`config.mk`:
```
export PLATFORM = sky130hd
export DESIGN_NAME = viterbi_k3_rate_half_byte_decoder
export DESIGN_NICKNAME = d
export VERILOG_FILES = /design/src/rtl/vk3d_pkg.sv /design/src/rtl/vk3d_acs_stage.sv /design/src/rtl/vk3d_traceback.sv /design/src/rtl/viterbi_k3_rate_half_byte_decoder.sv
export SDC_FILE = /design/constraint.sdc
export NUM_CORES = 1
export LEC_CHECK = 0
export BUFFER_PORTS_ARGS = -buffer_cell sky130_fd_sc_hd__buf_2
export CAP_MARGIN = 15
export CORE_MARGIN = 4
export CORE_UTILIZATION = 42
export CTS_CLUSTER_SIZE = 12
export DETAILED_ROUTE_END_ITERATION = 10
export HOLD_SLACK_MARGIN = 0.15
export PLACE_DENSITY = 0.59
export SYNTH_ARGS = -nofsm -noshare
export SYNTH_HDL_FRONTEND = slang
export SYNTH_SLANG_ARGS = --single-unit
export TNS_END_PERCENT = 20
```
`constraint.sdc`:
```
create_clock -name clk -period 4.4 [get_ports clk]
set_input_delay 0.66 -clock clk [delete_from_list [all_inputs] [get_ports clk]]
set_output_delay 0.66 -clock clk [all_outputs]
set_load 0.005 [all_outputs]
```
`src/rtl/vk3d_pkg.sv`:
```
`timescale 1ns / 1ps
// Shared types, constants and code functions of the K=3 rate-1/2 byte decoder.
// No dependencies; every other file imports this package.
package vk3d_pkg;

  localparam int unsigned TAP_W    = 3;
  localparam int unsigned METRIC_W = 4;
  localparam int unsigned NSTATES  = 4;
  localparam int unsigned NSTEPS   = 4;
  localparam int unsigned HIST_W   = NSTATES * NSTEPS;

  localparam logic [METRIC_W-1:0] METRIC_INF = 4'd15;

  localparam logic REG_GEN_A = 1'b0;
  localparam logic REG_GEN_B = 1'b1;

  typedef logic [TAP_W-1:0]    taps_t;
  typedef logic [METRIC_W-1:0] metric_t;

  // One byte on its way through the trellis: unread symbols, path metrics,
  // survivor decisions (one bit per state and step, odd predecessor chosen).
  typedef struct packed {
    logic [7:0]                syms;
    metric_t [NSTATES-1:0]     pm;
    logic [HIST_W-1:0]         hist;
  } lane_t;

  typedef struct packed {
    logic valid;
    logic advance;
  } stage_ctl_t;

  // Two code bits for input u entering from trellis state p.
  function automatic logic [1:0] code_pair(input logic [1:0] p, input logic u,
                                           input taps_t ga, input taps_t gb);
    logic [2:0] sr;
    sr = {u, p};
    return {^(sr & ga), ^(sr & gb)};
  endfunction

  function automatic metric_t branch_add(input metric_t pm, input logic [1:0] sym,
                                         input logic [1:0] code);
    logic [1:0]          d;
    logic [METRIC_W:0]   s;
    d = sym ^ code;
    s = {1'b0, pm} + {{METRIC_W{1'b0}}, d[1]} + {{METRIC_W{1'b0}}, d[0]};
    return (s > {1'b0, METRIC_INF}) ? METRIC_INF : s[METRIC_W-1:0];
  endfunction

endpackage

```
`src/rtl/vk3d_acs_stage.sv`:
```
`timescale 1ns / 1ps
// One pipelined add-compare-select trellis step for both byte lanes.
// Depends on vk3d_pkg for lane_t, code_pair and branch_add.
module vk3d_acs_stage (
  input  logic                clk,
  input  logic                rst_n,
  input  vk3d_pkg::stage_ctl_t ctl,
  input  vk3d_pkg::taps_t     gen_a,
  input  vk3d_pkg::taps_t     gen_b,
  input  vk3d_pkg::lane_t     lane_lo,
  input  vk3d_pkg::lane_t     lane_hi,
  output logic                valid,
  output vk3d_pkg::lane_t     lane_lo_q,
  output vk3d_pkg::lane_t     lane_hi_q
);
  import vk3d_pkg::*;

  logic  valid_r, valid_nxt;
  lane_t lane_lo_r, lane_hi_r;
  lane_t lo_nxt, hi_nxt;

  function automatic lane_t acs(input lane_t ln, input taps_t ga, input taps_t gb);
    lane_t       r;
    logic [1:0]  sym;
    logic [1:0]  pe;
    logic [1:0]  po;
    metric_t     me;
    metric_t     mo;
    logic [NSTATES-1:0] dec;
    sym = ln.syms[7:6];
    r.syms = {ln.syms[5:0], 2'b00};
    for (int s = 0; s < NSTATES; s++) begin
      pe = {s[0], 1'b0};
      po = {s[0], 1'b1};
      me = branch_add(ln.pm[pe], sym, code_pair(pe, s[1], ga, gb));
      mo = branch_add(ln.pm[po], sym, code_pair(po, s[1], ga, gb));
      dec[s]  = (mo < me);
      r.pm[s] = (mo < me) ? mo : me;
    end
    r.hist = {ln.hist[HIST_W-NSTATES-1:0], dec};
    return r;
  endfunction

  always_comb begin
    lo_nxt    = acs(lane_lo, gen_a, gen_b);
    hi_nxt    = acs(lane_hi, gen_a, gen_b);
    valid_nxt = ctl.advance ? ctl.valid : valid_r;
  end

  always_ff @(posedge clk) begin
    if (!rst_n) begin
      valid_r <= 1'b0;
    end else begin
      valid_r <= valid_nxt;
    end
  end

  always_ff @(posedge clk) begin
    if (ctl.advance) begin
      lane_lo_r <= lo_nxt;
      lane_hi_r <= hi_nxt;
    end
  end

  assign valid     = valid_r;
  assign lane_lo_q = lane_lo_r;
  assign lane_hi_q = lane_hi_r;

endmodule

```
`src/rtl/vk3d_traceback.sv`:
```
`timescale 1ns / 1ps
// Final state selection and four-step traceback for both lanes; output register.
// Depends on vk3d_pkg for lane_t and stage_ctl_t.
module vk3d_traceback (
  input  logic                 clk,
  input  logic                 rst_n,
  input  vk3d_pkg::stage_ctl_t ctl,
  input  vk3d_pkg::lane_t      lane_lo,
  input  vk3d_pkg::lane_t      lane_hi,
  output logic                 valid,
  output logic [7:0]           decoded
);
  import vk3d_pkg::*;

  logic       valid_r, valid_nxt;
  logic [7:0] decoded_r, decoded_nxt;

  function automatic logic [3:0] trace(input lane_t ln);
    logic [1:0] best;
    metric_t    bestm;
    logic [1:0] s;
    logic [3:0] nib;
    best  = 2'd0;
    bestm = ln.pm[0];
    for (int i = 1; i < NSTATES; i++) begin
      if (ln.pm[i] < bestm) begin
        bestm = ln.pm[i];
        best  = i[1:0];
      end
    end
    s = best;
    // hist[3:0] holds the last step, hist[15:12] the first
    for (int k = 0; k < NSTEPS; k++) begin
      nib[k] = s[1];
      s      = {s[0], ln.hist[k*NSTATES + s]};
    end
    return nib;
  endfunction

  always_comb begin
    decoded_nxt = {trace(lane_hi), trace(lane_lo)};
    valid_nxt   = ctl.advance ? ctl.valid : valid_r;
  end

  always_ff @(posedge clk) begin
    if (!rst_n) begin
      valid_r <= 1'b0;
    end else begin
      valid_r <= valid_nxt;
    end
  end

  always_ff @(posedge clk) begin
    if (ctl.advance) begin
      decoded_r <= decoded_nxt;
    end
  end

  assign valid   = valid_r;
  assign decoded = decoded_r;

endmodule

```
`src/rtl/viterbi_k3_rate_half_byte_decoder.sv`:
```
`timescale 1ns / 1ps
// Hard-decision Viterbi decoder, K=3 rate 1/2, two coded bytes in, one decoded byte out.
// Takes one transfer per cycle while in_stall is low; out_valid rises once its input transfer
// has passed four trellis-step stages and one traceback/output stage, the first loaded by the
// transfer itself. Stages advance independently, so bubbles collapse and in_stall
// rises only when all five stages are full and out_stall holds the output.
// Depends on vk3d_pkg, vk3d_acs_stage, vk3d_traceback.
module viterbi_k3_rate_half_byte_decoder (
  input  logic                clk,
  input  logic                rst_n,
  input  logic                in_valid,
  output logic                in_stall,
  input  logic [7:0]          in_first_coded_byte,
  input  logic [7:0]          in_second_coded_byte,
  output logic                out_valid,
  input  logic                out_stall,
  output logic [7:0]          out_decoded_byte,
  input  logic                cfg_we,
  input  logic                cfg_index,
  input  vk3d_pkg::taps_t     cfg_wdata
);
  import vk3d_pkg::*;

  localparam int unsigned NST = NSTEPS + 1;

  taps_t gen_a_r, gen_a_nxt;
  taps_t gen_b_r, gen_b_nxt;

  logic  [NST-1:0] v;
  logic  [NST-1:0] adv;
  lane_t           lo [NSTEPS+1];
  lane_t           hi [NSTEPS+1];
  stage_ctl_t      ctl [NST];

  always_comb begin
    gen_a_nxt = gen_a_r;
    gen_b_nxt = gen_b_r;
    if (cfg_we) begin
      case (cfg_index)
        REG_GEN_A: gen_a_nxt = cfg_wdata;
        REG_GEN_B: gen_b_nxt = cfg_wdata;
        default:   gen_a_nxt = gen_a_r;
      endcase
    end
  end

  always_ff @(posedge clk) begin
    if (!rst_n) begin
      gen_a_r <= 3'd7;
      gen_b_r <= 3'd5;
    end else begin
      gen_a_r <= gen_a_nxt;
      gen_b_r <= gen_b_nxt;
    end
  end

  // Advance a stage when it is empty or its successor advances.
  always_comb begin
    adv[NST-1] = !v[NST-1] || !out_stall;
    for (int i = NST - 2; i >= 0; i--) begin
      adv[i] = !v[i] || adv[i+1];
    end
    ctl[0] = '{valid: in_valid, advance: adv[0]};
    for (int i = 1; i < NST; i++) begin
      ctl[i] = '{valid: v[i-1], advance: adv[i]};
    end
  end

  assign in_stall = !adv[0];

  assign lo[0] = '{syms: in_first_coded_byte,
                   pm: {METRIC_INF, METRIC_INF, METRIC_INF, {METRIC_W{1'b0}}},
                   hist: '0};
  assign hi[0] = '{syms: in_second_coded_byte,
                   pm: {METRIC_INF, METRIC_INF, METRIC_INF, {METRIC_W{1'b0}}},
                   hist: '0};

  for (genvar g = 0; g < NSTEPS; g++) begin : g_acs
    vk3d_acs_stage u_acs (
      .clk       (clk),
      .rst_n     (rst_n),
      .ctl       (ctl[g]),
      .gen_a     (gen_a_r),
      .gen_b     (gen_b_r),
      .lane_lo   (lo[g]),
      .lane_hi   (hi[g]),
      .valid     (v[g]),
      .lane_lo_q (lo[g+1]),
      .lane_hi_q (hi[g+1])
    );
  end

  vk3d_traceback u_tb (
    .clk     (clk),
    .rst_n   (rst_n),
    .ctl     (ctl[NST-1]),
    .lane_lo (lo[NSTEPS]),
    .lane_hi (hi[NSTEPS]),
    .valid   (v[NST-1]),
    .decoded (out_decoded_byte)
  );

  assign out_valid = v[NST-1];

  a_stall_full: assert property (@(posedge clk) disable iff (!rst_n)
    in_stall |-> (&v) && out_stall)
    else $error("input stalled with an empty stage");

  a_reset_empty: assert property (@(posedge clk)
    !rst_n |=> !out_valid)
    else $error("output valid after reset");

  a_cfg_a: assert property (@(posedge clk) disable iff (!rst_n)
    cfg_we && cfg_index == REG_GEN_A |=> gen_a_r == $past(cfg_wdata))
    else $error("gen_a write lost");

  a_cfg_b: assert property (@(posedge clk) disable iff (!rst_n)
    cfg_we && cfg_index == REG_GEN_B |=> gen_b_r == $past(cfg_wdata))
    else $error("gen_b write lost");

  a_no_drop: assert property (@(posedge clk) disable iff (!rst_n)
    v[NST-2] && !adv[NST-1] |=> v[NST-2])
    else $error("stage data dropped under stall");

endmodule
```
==> summary.txt, run 1 <==
Outcome
  – Status: complete, no violations

Floorplan
  – Row count: 66
  – Initial Util: 42.87%
  – Top Ports: 35
  – Area of the die: 36,460 sq um
  – Die Ht: 190.9 microns
  – DIE WIDTH: 190.9 microns
  – CORE AREA: 32,780 sq um

Critical path
  – Setup crit end kind: flip-flop
  – Crit path kind: flip-flop to flip-flop
  – Critical path launch point type: flip-flop
  – R2R cell count: 16
  – Worst reg2reg setup slack: 0.25 ns
  – WP data arrival: 4.41 ns
  – Critical Path Source: g_acs[3].u_acs.lane_hi_q[23]
  – Origin of the critical flop-to-flop path: g_acs[3].u_acs.lane_hi_q[23]
  – Max FO, Critical Path: 6
  – Worst Path Required: 4.66 ns
  – RR Endpoint: u_tb.decoded[7]

Final layout
  – Post-Layout Cell Count: 1,782
  – Finished Core Util: 46.94%
  – Fin area: 15,390 sq um
  – Layout cells sized above 1: 8.806%
  – Nets: 1,564
  – P&R area growth vs syn: 9.489%
  – Fill cells: 3,021
  – N_diodes: 0

Logic synthesis
  – Mapped Area: 14,060 sq um
  – Share of the synthesized area in the top cell type: 36.75%
  – Synth top area cells: edfxtp_1 (37%), ha_1 (15%), fa_1 (6.8%)
  – Post-synth EDFFs: 172
  – Syn_area_per_cell: 10.80 sq um
  – Synth Register Bits: 183
  – Count of cell types in the netlist: 49
  – Top FF cell, synth: edfxtp_1
  – Async S/R FF share, synth: 0%
  – Syn Inst Count: 1,302
  – Ys Warns: 0
  – Cell taking the most area after synthesis: edfxtp_1
  – Register area share after synthesis: 38.31%

STA
  – Max Clk Rate: 241.2 MHz
  – Max_slew headroom: 30.99%
  – Endpoints failing hold: 0
  – Crit share post-route: 94.22%
  – Fin crit period: 4.146 ns
  – RSZ-0062 raised after global routing: false
  – Slack of the critical path: 0.2542 ns
  – Slew of the pin with the lowest slew margin: 1.032 ns
  – Hold WS: 0.3826 ns
  – Pins Over Slew Limit: 0
  – Setup TNS: 0 ns
  – Clock Skew: 0.02125 ns
  – Setup violations, final: 0

Drt
  – ANT nets after route: 0
  – Vias per inst: 5.223
  – Wire per inst: 15.68 microns
  – Drt first pass iters: 5
  – 1st-iter DRT viols: 477
  – Post-route DRC: 0
  – WL final: 27,950 microns
  – Vias post-DR: 9,307

GRT
  – First-pass GRT wire length: 45,820 microns
  – Initial antenna violation count: 0
  – Total Routing Usage GR: 15.82%
  – Overflow after GRT: 0
  – Largest net degree at the start of global routing: 45
  – Number of global-route vias before repair: 8,928

Power
  – Max rail drop VDD: 0.3433 mV
  – Design Power: 12.25 mW
  – Leakage dissipation: 6.456 nW
  – Power Dens Cells: 795.9 nW/um^2

Clock tree
  – Root Buffer Master: clkbuf_16
  – CTS HTree Levels: 4
  – Clk Latency, worst-skew pair: 0.45 ns
  – Clock buffer depth: 2
  – CTS Buf Count: 17
  – CTS Hold Bufs: 0
  – CTS tree: done
  – Clk sinks: 183
  – CTS clock-pin slew for the worst setup and hold paths: 0.08 ns

Hold path
  – Hold depth: 1
  – Hold Crit Class: input pin to flip-flop
  – Hold EP: g_acs[0].u_acs.lane_hi_q[39]
  – Hold wc startpoint: in_second_coded_byte[5]

Placed design
  – Port buffer count: 34
  – Pre-CTS WS: 0.1286 ns
  – Post-DP Area: 14,730 sq um
  – RePlAce Congestion: 0.8146
  – Dpl cells: 1,749
  – Post-DP HPWL: 21,560 microns

Job
  – Maxcap violations: 0
-- report_power, final --
group	internal (mW)	total, mW	switching, mW
Combinational	3.27	7.11	3.84
Clock	0.767	1.53	0.763
Sequential	2.98	3.61	0.629
Total	7.02	12.2	5.23
-- layout by cell type, fill, tap and decap left out, drive strengths merged, types with 20 or more instances in the layout --
cell / n
inv: 87
nor3: 20
nand3: 42
buf: 50
fa: 48
xnor2: 67
a31oi: 64
a21oi: 85
nand2b: 40
mux2i: 65
ha: 164
xor2: 38
nor2: 78
nand3b: 20
nand2: 47
a21o: 50
o21ai: 68
edfxtp: 172
-- area by class of cell --
type,instances,area [sq um],share of cell area [%]
multi-input combinational,995,8253,53.63
sequential,183,5385,34.99
tap,442,553.0,3.593
clock buffer,17,425.4,2.764
timing repair buffer,50,302.8,1.967
inverter,80,300.3,1.951
clock inverter,15,170.2,1.106
-- layer usage --
metal / GRT usage (%) / up-vias / part of all wire (%)
met1: 22.53 / 4365 / 51
met2: 25.47 / 118 / 46
met4: 3.343 / 0 / 0.99
met3: 2.831 / 18 / 2.9
li1: - / 4806 / -
met5: 0 / - / 0
-- what timing repair did --
action,in CTS,in global routing
setup buffers,0,1
resized for setup,0,7
setup endpoints to repair,0,2
-- flip-flops by register name, summed over array words and instances (netlist names) --
register	cells
g_acs.u_acs.lane_lo_q	82
g_acs.u_acs.lane_hi_q	82
gen_b_r	3
u_tb.valid	1
g_acs.u_acs.valid	4
u_tb.decoded	8
gen_a_r	3
-- how the worst max path moves through the flow --
| stage | endpoint | slack, ns | cells after the start |
|---|---|---|---|
| 6_report | u_tb.decoded[7] | 0.25 | 16 |
| 5_1_grt | u_tb.decoded[3] | 0.006 | 18 |
| 4_1_cts | u_tb.decoded[7] | 0.08 | 16 |
| 3_5_place_dp | u_tb.decoded[7] | 0.13 | 16 |
| 3_3_place_gp | u_tb.decoded[7] | 0.31 | 17 |
| 2_1_floorplan | u_tb.decoded[3] | 0.54 | 16 |
-- worst max-delay path: stages, from the launching register on --
cell and delay, ns:
edfxtp_1 0.41, ha_1 0.38, and3_4 0.22, a221oi_4 0.37, a21oi_1 0.16, ha_1 0.25, a2111oi_4 0.37, o211ai_2 0.22
nand2_2 0.16, nor2_1 0.05, a21oi_1 0.14, ha_1 0.21, a211oi_2 0.05, o211a_4 0.16, o21ai_4 0.23, mux2_2 0.36
a311oi_1 0.21
-- synth_stat cells, drive strengths merged, types with 4 or more instances --
master,count
nand2,47
and2,5
mux2,4
clkbuf,24
nor3,20
xor2,38
o21a,17
inv,80
a31oi,64
o31a,16
a21o,50
o21ai,68
buf,23
nand3b,20
nand2b,40
o211ai,4
ha,164
edfxtp,172
nand3,42
a21oi,85
a211oi,8
nor2,78
xnor2,67
mux2i,65
and3,17
dfxtp,11
fa,48
-- kinds of logic after synthesis --
kind of cell	Yosys count	share of synthesized area, %
simple gates	275	9.765
fa+ha+maj	212	21.43
compound gates	330	15.36
xor+xnor	105	6.543
mux	69	5.003
other cells	1	0.02668
buf+inv	127	3.561
flops	183	38.31
No activity file was read; power rests on OpenSTA's default activity.
==> inputs of run 2 (changes only) <==
--- a/config.mk
+++ b/config.mk
@@ -15,5 +15,6 @@
 export PLACE_DENSITY = 0.59
 export SYNTH_ARGS = -nofsm -noshare
 export SYNTH_HDL_FRONTEND = slang
+export SYNTH_HIERARCHICAL = 1
 export SYNTH_SLANG_ARGS = --single-unit
 export TNS_END_PERCENT = 20
==> summary.txt, run 2 <==
Outcome
  – Status: complete, no violations (unchanged)

Drt
  – ANT nets after route: 0 (unchanged)
  – WL final: 37,660 microns (was 27,950 microns)
  – Drt first pass iters: 4 (was 5)
  – Post-route DRC: 0 (unchanged)
  – Vias per inst: 5.409 (was 5.223)
  – Wire per inst: 15.52 microns (was 15.68 microns)
  – Vias post-DR: 13,120 (was 9,307)
  – 1st-iter DRT viols: 609 (was 477)

STA
  – Endpoints failing hold: 0 (unchanged)
  – Fin crit period: 4.219 ns (was 4.146 ns)
  – Pins Over Slew Limit: 0 (unchanged)
  – Crit share post-route: 95.88% (was 94.22%)
  – Slack of the critical path: 0.1812 ns (was 0.2542 ns)
  – Clock Skew: 0.01181 ns (was 0.02125 ns)
  – Max_slew headroom: 31.36% (was 30.99%)
  – Hold WS: 0.3824 ns (was 0.3826 ns)
  – Setup violations, final: 0 (unchanged)
  – Max Clk Rate: 237.0 MHz (was 241.2 MHz)
  – Slew of the pin with the lowest slew margin: 1.030 ns (was 1.032 ns)
  – Setup TNS: 0 ns (unchanged)

Floorplan
  – Top Ports: 35 (unchanged)
  – CORE AREA: 43,080 sq um (was 32,780 sq um)
  – Row count: 76 (was 66)
  – DIE WIDTH: 216.6 microns (was 190.9 microns)
  – Initial Util: 42.43% (was 42.87%)
  – Area of the die: 46,920 sq um (was 36,460 sq um)
  – Die Ht: 216.6 microns (was 190.9 microns)

Final layout
  – Finished Core Util: 45.88% (was 46.94%)
  – Fin area: 19,760 sq um (was 15,390 sq um)
  – Commonest cells after routing, fill and taps aside: edfxtp_1 (184), ha_1 (182), a21oi_1 (108) (was edfxtp_1 (172), ha_1 (164), a21oi_1 (82))
  – Layout cells sized above 1: 11.46% (was 8.806%)
  – Post-Layout Cell Count: 2,426 (was 1,782)
  – Nets: 2,099 (was 1,564)
  – P&R area growth vs syn: 8.133% (was 9.489%)
  – Most common cell after layout, fill and taps aside: edfxtp_1 (unchanged)
  – N_diodes: 0 (unchanged)
  – Fill cells: 3,959 (was 3,021)

Placed design
  – Dpl cells: 2,390 (was 1,749)
  – Port buffer count: 34 (unchanged)
  – Post-DP HPWL: 30,260 microns (was 21,560 microns)
  – RePlAce Congestion: 0.8281 (was 0.8146)
  – Pre-CTS WS: -0.07736 ns (was 0.1286 ns)
  – Post-DP Area: 19,090 sq um (was 14,730 sq um)

Hold path
  – Hold EP: g_acs[0].u_acs/lane_lo_q[34] (was g_acs[0].u_acs.lane_hi_q[39])
  – Hold depth: 1 (unchanged)
  – Hold Crit Class: input pin to flip-flop (unchanged)
  – Hold wc startpoint: in_first_coded_byte[0] (was in_second_coded_byte[5])

Power
  – Clock power share: 9.2% (was 12.5%)
  – Sequential power share: 27.1% (was 29.5%)
  – Internal: 8.911 mW (was 7.018 mW)
  – Max rail drop VDD: 0.3413 mV (was 0.3433 mV)
  – Design Power: 16.51 mW (was 12.25 mW)
  – Sw Share: 46.02% (was 42.71%)
  – Power Dens Cells: 835.2 nW/um^2 (was 795.9 nW/um^2)
  – Comb power frac: 63.7% (was 58.1%)
  – Leakage dissipation: 7.814 nW (was 6.456 nW)
  – Switching power: 7.596 mW (was 5.231 mW)

Clock tree
  – CTS Hold Bufs: 0 (unchanged)
  – CTS clock-pin slew for the worst setup and hold paths: 0.07 ns (was 0.08 ns)
  – CTS tree: done (unchanged)
  – Clk Latency, worst-skew pair: 0.45 ns (about the same)
  – Clock buffer depth: 2 (unchanged)
  – CTS Buf Count: 17 (unchanged)
  – CTS HTree Levels: 4 (unchanged)
  – Clk sinks: 195 (was 183)
  – Root Buffer Master: clkbuf_16 (unchanged)

GRT
  – First-pass GRT wire length: 63,180 microns (was 45,820 microns)
  – Initial antenna violation count: 1 (was 0)
  – Total Routing Usage GR: 16.20% (was 15.82%)
  – Overflow after GRT: 0 (unchanged)
  – Number of global-route vias before repair: 12,840 (was 8,928)
  – Largest net degree at the start of global routing: 51 (was 45)

Critical path
  – Crit path kind: flip-flop to flip-flop (unchanged)
  – Setup crit end kind: flip-flop (unchanged)
  – Worst reg2reg setup slack: 0.18 ns (was 0.25 ns)
  – RR Endpoint: u_tb/decoded[7] (was u_tb.decoded[7])
  – Buffers and inverters on the worst path: 0 (unchanged)
  – CP Depth: 16 (unchanged)
  – Critical path launch point type: flip-flop (unchanged)
  – Slowest cell on crit path: or4_1 (was edfxtp_1)
  – R2R cell count: 16 (unchanged)
  – Crit path largest cell delay: 0.48 ns (was 0.41 ns)
  – Crit-path most repeated cell: ha_1 (unchanged)
  – CP top delay family: compound AO/OA/AOI/OAI gates (unchanged)
  – Max FO, Critical Path: 7 (was 6)
  – Origin of the critical flop-to-flop path: g_acs[3].u_acs/lane_hi_q[21] (was g_acs[3].u_acs.lane_hi_q[23])
  – WP data arrival: 4.42 ns (was 4.41 ns)
  – Worst Path Required: 4.60 ns (was 4.66 ns)
  – Crit-path cells: ha_1 -> a2111oi_4 -> nor3_4 -> mux2i_1 -> ha_1 -> nor2b_1 -> or4_1 -> o31ai_4 -> a21oi_1 -> ha_1 -> a21oi_1 -> o211ai_1 -> o31a_1 -> or3b_1 -> o311ai_1 -> a21oi_2 (was ha_1 -> and3_4 -> a221oi_4 -> a21oi_1 -> ha_1 -> a2111oi_4 -> o211ai_2 -> nand2_2 -> nor2_1 -> a21oi_1 -> ha_1 -> a211oi_2 -> o211a_4 -> o21ai_4 -> mux2_2 -> a311oi_1)

Job
  – Maxcap violations: 0 (unchanged)

Logic synthesis
  – Mapped Area: 18,280 sq um (was 14,060 sq um)
  – Syn_area_per_cell: 10.43 sq um (was 10.80 sq um)
  – Syn Inst Count: 1,753 (was 1,302)
  – Ys Warns: 6 (was 0)
[run 2: per-layer routing]
metal / up-vias / share of wire [%] / wire, microns / global-route usage (%)
met2: 154 / 47 / 17710 / 27.61
met3: 34 / 2.7 / 1001 / 2.285
met4: 2 / 1.3 / 486 / 3.862
li1: 6710 / - / - / -
met1: 6223 / 49 / 18450 / 21.90
met5: - / 0.019 / 7 / 0
[run 2: layout make-up]
class	instances	area, sq um	area share [%]
inverter	98	367.9	1.861
sequential	195	5748	29.08
clock inverter	15	141.4	0.7154
tap	585	732.0	3.703
multi-input combinational	1464	12010	60.77
clock buffer	17	425.4	2.152
timing repair buffer	52	337.8	1.709
[run 2: how the worst max path moves through the flow]
stage                                             from               to
after detailed placement  g_acs[3].u_acs/lane_hi_q[19]  u_tb/decoded[7]
after floorplan           g_acs[3].u_acs/lane_lo_q[22]  u_tb/decoded[2]
after global placement    g_acs[3].u_acs/lane_hi_q[19]  u_tb/decoded[7]
after global routing      g_acs[3].u_acs/lane_hi_q[17]  u_tb/decoded[7]
after CTS                 g_acs[3].u_acs/lane_hi_q[21]  u_tb/decoded[7]
final                     g_acs[3].u_acs/lane_hi_q[21]  u_tb/decoded[7]
[run 2: what timing repair did]
action,4_1_cts,5_1_grt
buffers inserted,0,3
pin swaps,0,4
hold endpoints to repair,0,0
setup endpoints to repair,1,5
resized for setup,2,8
[run 2: power groups by stage]
| stage | sequential (mW) | combinational [mW] | clock (mW) |
|---|---|---|---|
| global placement | 4.48 | 9.90 | 0 |
| CTS | 4.48 | 10.3 | 1.57 |
| global route | 4.63 | 11.9 | 1.64 |
| floorplan | 3.85 | 8.86 | 0 |
| finish | 4.48 | 10.5 | 1.52 |
| detailed placement | 4.53 | 10.3 | 0 |
